===== src/sv/chd_ram.sv =====
// generic single port write, single port registered read ram
`default_nettype none
module chd_ram #(
  parameter int Width = 8,
  parameter int Depth = 256
) (
  input  wire logic                     clk_i,
  input  wire logic                     we_i,
  input  wire logic [$clog2(Depth)-1:0] waddr_i,
  input  wire logic [Width-1:0]         wdata_i,
  input  wire logic [$clog2(Depth)-1:0] raddr_i,
  output logic      [Width-1:0]         rdata_o
);
  logic [Width-1:0] mem_q [Depth];

  // write port and registered read
  always_ff @(posedge clk_i) begin
    if (we_i) begin
      mem_q[waddr_i] <= wdata_i;
    end
    rdata_o <= mem_q[raddr_i];
  end
endmodule
`default_nettype wire


===== config.mk =====
export PLATFORM = sky130hd
export DESIGN_NAME = chd_ram
export DESIGN_NICKNAME = d
export VERILOG_FILES = /design/src/sv/chd_ram.sv
export SDC_FILE = /design/constraint.sdc
export NUM_CORES = 2
export LEC_CHECK = 0
export ABC_CLOCK_PERIOD_IN_PS = 4800
export BUFFER_PORTS_ARGS = -buffer_cell sky130_fd_sc_hd__buf_2
export CAP_MARGIN = 10
export CORE_MARGIN = 4
export CORE_UTILIZATION = 40
export CTS_CLUSTER_DIAMETER = 60
export DETAILED_ROUTE_END_ITERATION = 7
export GPL_ROUTABILITY_DRIVEN = 1
export SYNTH_ARGS = -nofsm -noshare
export SYNTH_HDL_FRONTEND = slang
export SYNTH_SLANG_ARGS = --single-unit

===== constraint.sdc =====
create_clock -name clk_i -period 4.8 [get_ports clk_i]
set_clock_uncertainty 0.05 [all_clocks]
set_input_delay 0.96 -clock clk_i [delete_from_list [all_inputs] [get_ports clk_i]]
set_output_delay 0.96 -clock clk_i [all_outputs]
set_load 0.1 [all_outputs]

==> run metrics <==
initial core utilization 0.4026; CP max stage cell nor4_1; share of layout cells above drive strength 1 0.2455; Slew HR 0.1457; Compound-Gate Fraction of Synth Area 0.03419; DIE WIDTH about 450 um; total congestion overflow 0; xor/xnor share of the synthesized area 0; fin crit period 3.724 ns; unrepaired setup endpoints after global routing false; # DRC 0; clk root buf clkbuf_16; PwrDens 410.9 mW/mm^2; FILL cells roughly 16000; Post-Route WL 205200 um; CP Data Arrival Time roughly 4.4 ns; Num CTS Buffers 206; worst min-delay path category primary input to flip-flop; register area share after synthesis 0.7750; vias in the first global route 38900; slowest stage delay, CP 1.05 ns; Reg area 0.06166 mm^2; area taken by multi-input logic gates 0.01652 mm^2; Post-Syn Area about 0.080 mm^2; Post-Synth Adder-Cell Area 0; fin. max-slew vios 0; iteration-0 DRC count of the detailed router 4601; synthesized area per cell 21.31 um^2; Crit. Startpoint raddr_i[1]; IO buf count 33; Core ar. 0.1976 mm^2; Hold Crit Start wdata_i[1]; Tcrit/Tclk final 0.7759; number of placed instances, taps included 6408; clock sink count 2056; Worst-path clk slew approximately 0.060 ns; Setup crit start kind primary input; run status finished clean; Final ANT Viol Nets 0; Worst Path Max Fanout 48; Via Count 39400; Post-DP HPWL 126200 um; Req. time, crit path ~5.5 ns; fmax 0.2685 GHz; largest net degree at the start of global routing ~160; Final nets between 4000 and 5000; Worst setup EP type flip-flop; largest family of logic cells by synthesized area multiplexers; post-CTS resize count 0; IR drop worst, VDD 0.3614 mV; Setup Fix Bufs, Post-CTS 0; Main synth FF type edfxtp_1; chip height 454.0 um; # setup viols final 0; initial antenna violation count 12; vias per cell 5.803; kind of critical path primary input to flip-flop; standard-cell rows 163; Fin. Hold Viols 0; number of synthesized flops with an enable pin 2048; maxcap violations 0; critical path's top delay family buffers and inverters; Placer Congestion 0.8566; hold-fix buffers at CTS 0; post-synthesis simple-gate area fraction 0.02628; yosys warns 0; Die ar. 0.2061 mm^2; clk buf depth 3; Worst Path Buf+Inv 3; synth unique cells 55; CTS tree done; Critical R2R Launch mem_q[243][6]; Worst-Skew Late Latency 0.86 ns; Slew @ Worst Pin between 1 and 1.5 ns; P_leak 27.83 nW; GRT Util Overall 0.1980; Async SR Flop Fraction 0; most frequent CP cell buf_4; num ports 34; P&R area growth vs syn 13.48%; DRT Pass-1 Iters 6; Layout Cells excl Fill approximately 6800; H-tree levels 4; Synthesized Nets 3759; post-synthesis mux area share 0.1462; Core Util, Final 0.4568; Syn Inst Count roughly 3700; first-pass GRT wire length 293000 um; #FFs+latches synth between 2000 and 2500; worst path cell trace buf_8 -> buf_4 -> mux4_2 -> a22oi_1 -> a21oi_1 -> nor4_1 -> buf_4 -> nor4_2; drt wl/cell 30.22 um; setup TNS 0 ns
-- synthesized netlist by cell type, drive strengths merged, types with 2 or more instances --
master / instances / area, um^2
a31oi: 2 / 12.51
a2111oi: 5 / 52.55
o32ai: 5 / 51.30
buf: 122 / 1032
mux2i: 134 / 1341
and3b: 2 / 17.52
nor3: 22 / 110.1
edfxtp: 2048 / 61500
dfxtp: 8 / 160.2
nand3b: 2 / 15.01
nand2b: 8 / 50.05
nand3: 34 / 170.2
a22o: 8 / 70.07
nand2: 33 / 123.9
o21ai: 12 / 60.06
o22ai: 28 / 175.2
a22oi: 133 / 998.5
o22a: 5 / 43.79
a221oi: 14 / 128.9
o211ai: 10 / 75.07
nor2b: 31 / 193.9
a21oi: 96 / 480.5
clkbuf: 111 / 416.7
nor4: 27 / 187.7
a211oi: 16 / 120.1
a311oi: 2 / 17.52
or2: 4 / 25.02
and2: 6 / 37.54
nor2: 282 / 1059
nand4: 10 / 62.56
mux4: 456 / 10280
o221ai: 47 / 417.9
-- sequential cells by signal, summed over array words and instances (netlist names) --
register,count
mem_q,2048
rdata_o,8
-- final timing paths --
check	end	slack [ns]	cells past startpoint
max reg2reg	rdata_o[6]	1.92	6
min	mem_q[227][1]	0.58	1
min reg2reg	rdata_o[6]	1.08	5
max	rdata_o[6]	1.08	8
-- per-layer routing --
metal	up-vias	global-route usage	share of wire	routed length [um]
met5	-	0	0	0
met4	0	0.05348	0.024	4925
met3	285	0.03992	0.080	16410
met2	1752	0.3101	0.48	98360
met1	21170	0.2849	0.42	85470
li1	16190	-	-	-
-- stage by stage --
step	setup WS (ns)	hold WS, ns	instance area (um^2)	total power, mW
final	1.076	0.5839	90280	37.09
after global routing	1.041	0.5561	90270	38.22
after CTS	1.217	0.5431	90270	37.36
after global placement	0.3106	1.064	83880	22.15
after detailed placement	0.2887	1.098	83880	22.17
after floorplan	1.852	0.7199	79560	21.24
-- cells in the final DEF (no fill, tap or decap), types with 13 or more instances in the layout --
cell type	instances
nor3_1	22
nor2_1	279
clkbuf_16	208
a21oi_1	96
clkbuf_1	62
clkinv_2	26
mux2i_1	134
edfxtp_1	2048
nand2_1	33
buf_2	21
buf_12	29
a22oi_1	133
o22ai_1	28
nand3_1	31
o221ai_1	46
mux4_2	454
a221oi_1	13
buf_4	208
nor4_1	20
a211oi_1	16
nor2b_1	28
clkinv_1	45
-- power breakdown --
part	total, mW	internal, mW	switching, mW
logic	1.95	0.649	1.30
clock network	15.3	8.48	6.83
registers	19.8	19.8	0.0314
total	37.1	28.9	8.17
-- final cells by class --
class | count | area share
Multi-Input combinational cell | 1442 | 0.1829
Clock inverter | 102 | 0.01002
Timing Repair Buffer | 268 | 0.02655
Clock buffer | 273 | 0.06069
Sequential cell | 2056 | 0.6830
Inverter | 2 | 0.00008315
Tap cell | 2640 | 0.03659
Antenna cell | 6 | 0.0001663
-- logic make-up after synthesis --
group,count (synthesis)
flip-flops,2056
buffers and inverters,235
multiplexers,591
AND/OR/NAND/NOR,466
AO/OA/AOI/OAI,385
-- worst reg2reg max path, cell delays in order, from the launching register on --
cell and delay (ns):
edfxtp_1 0.36, mux4_2 0.51, a22oi_1 0.29, a21oi_1 0.21
nor4_1 1.05, buf_4 0.26, nor4_2 0.05
No activity file was read; power rests on OpenSTA's default activity.
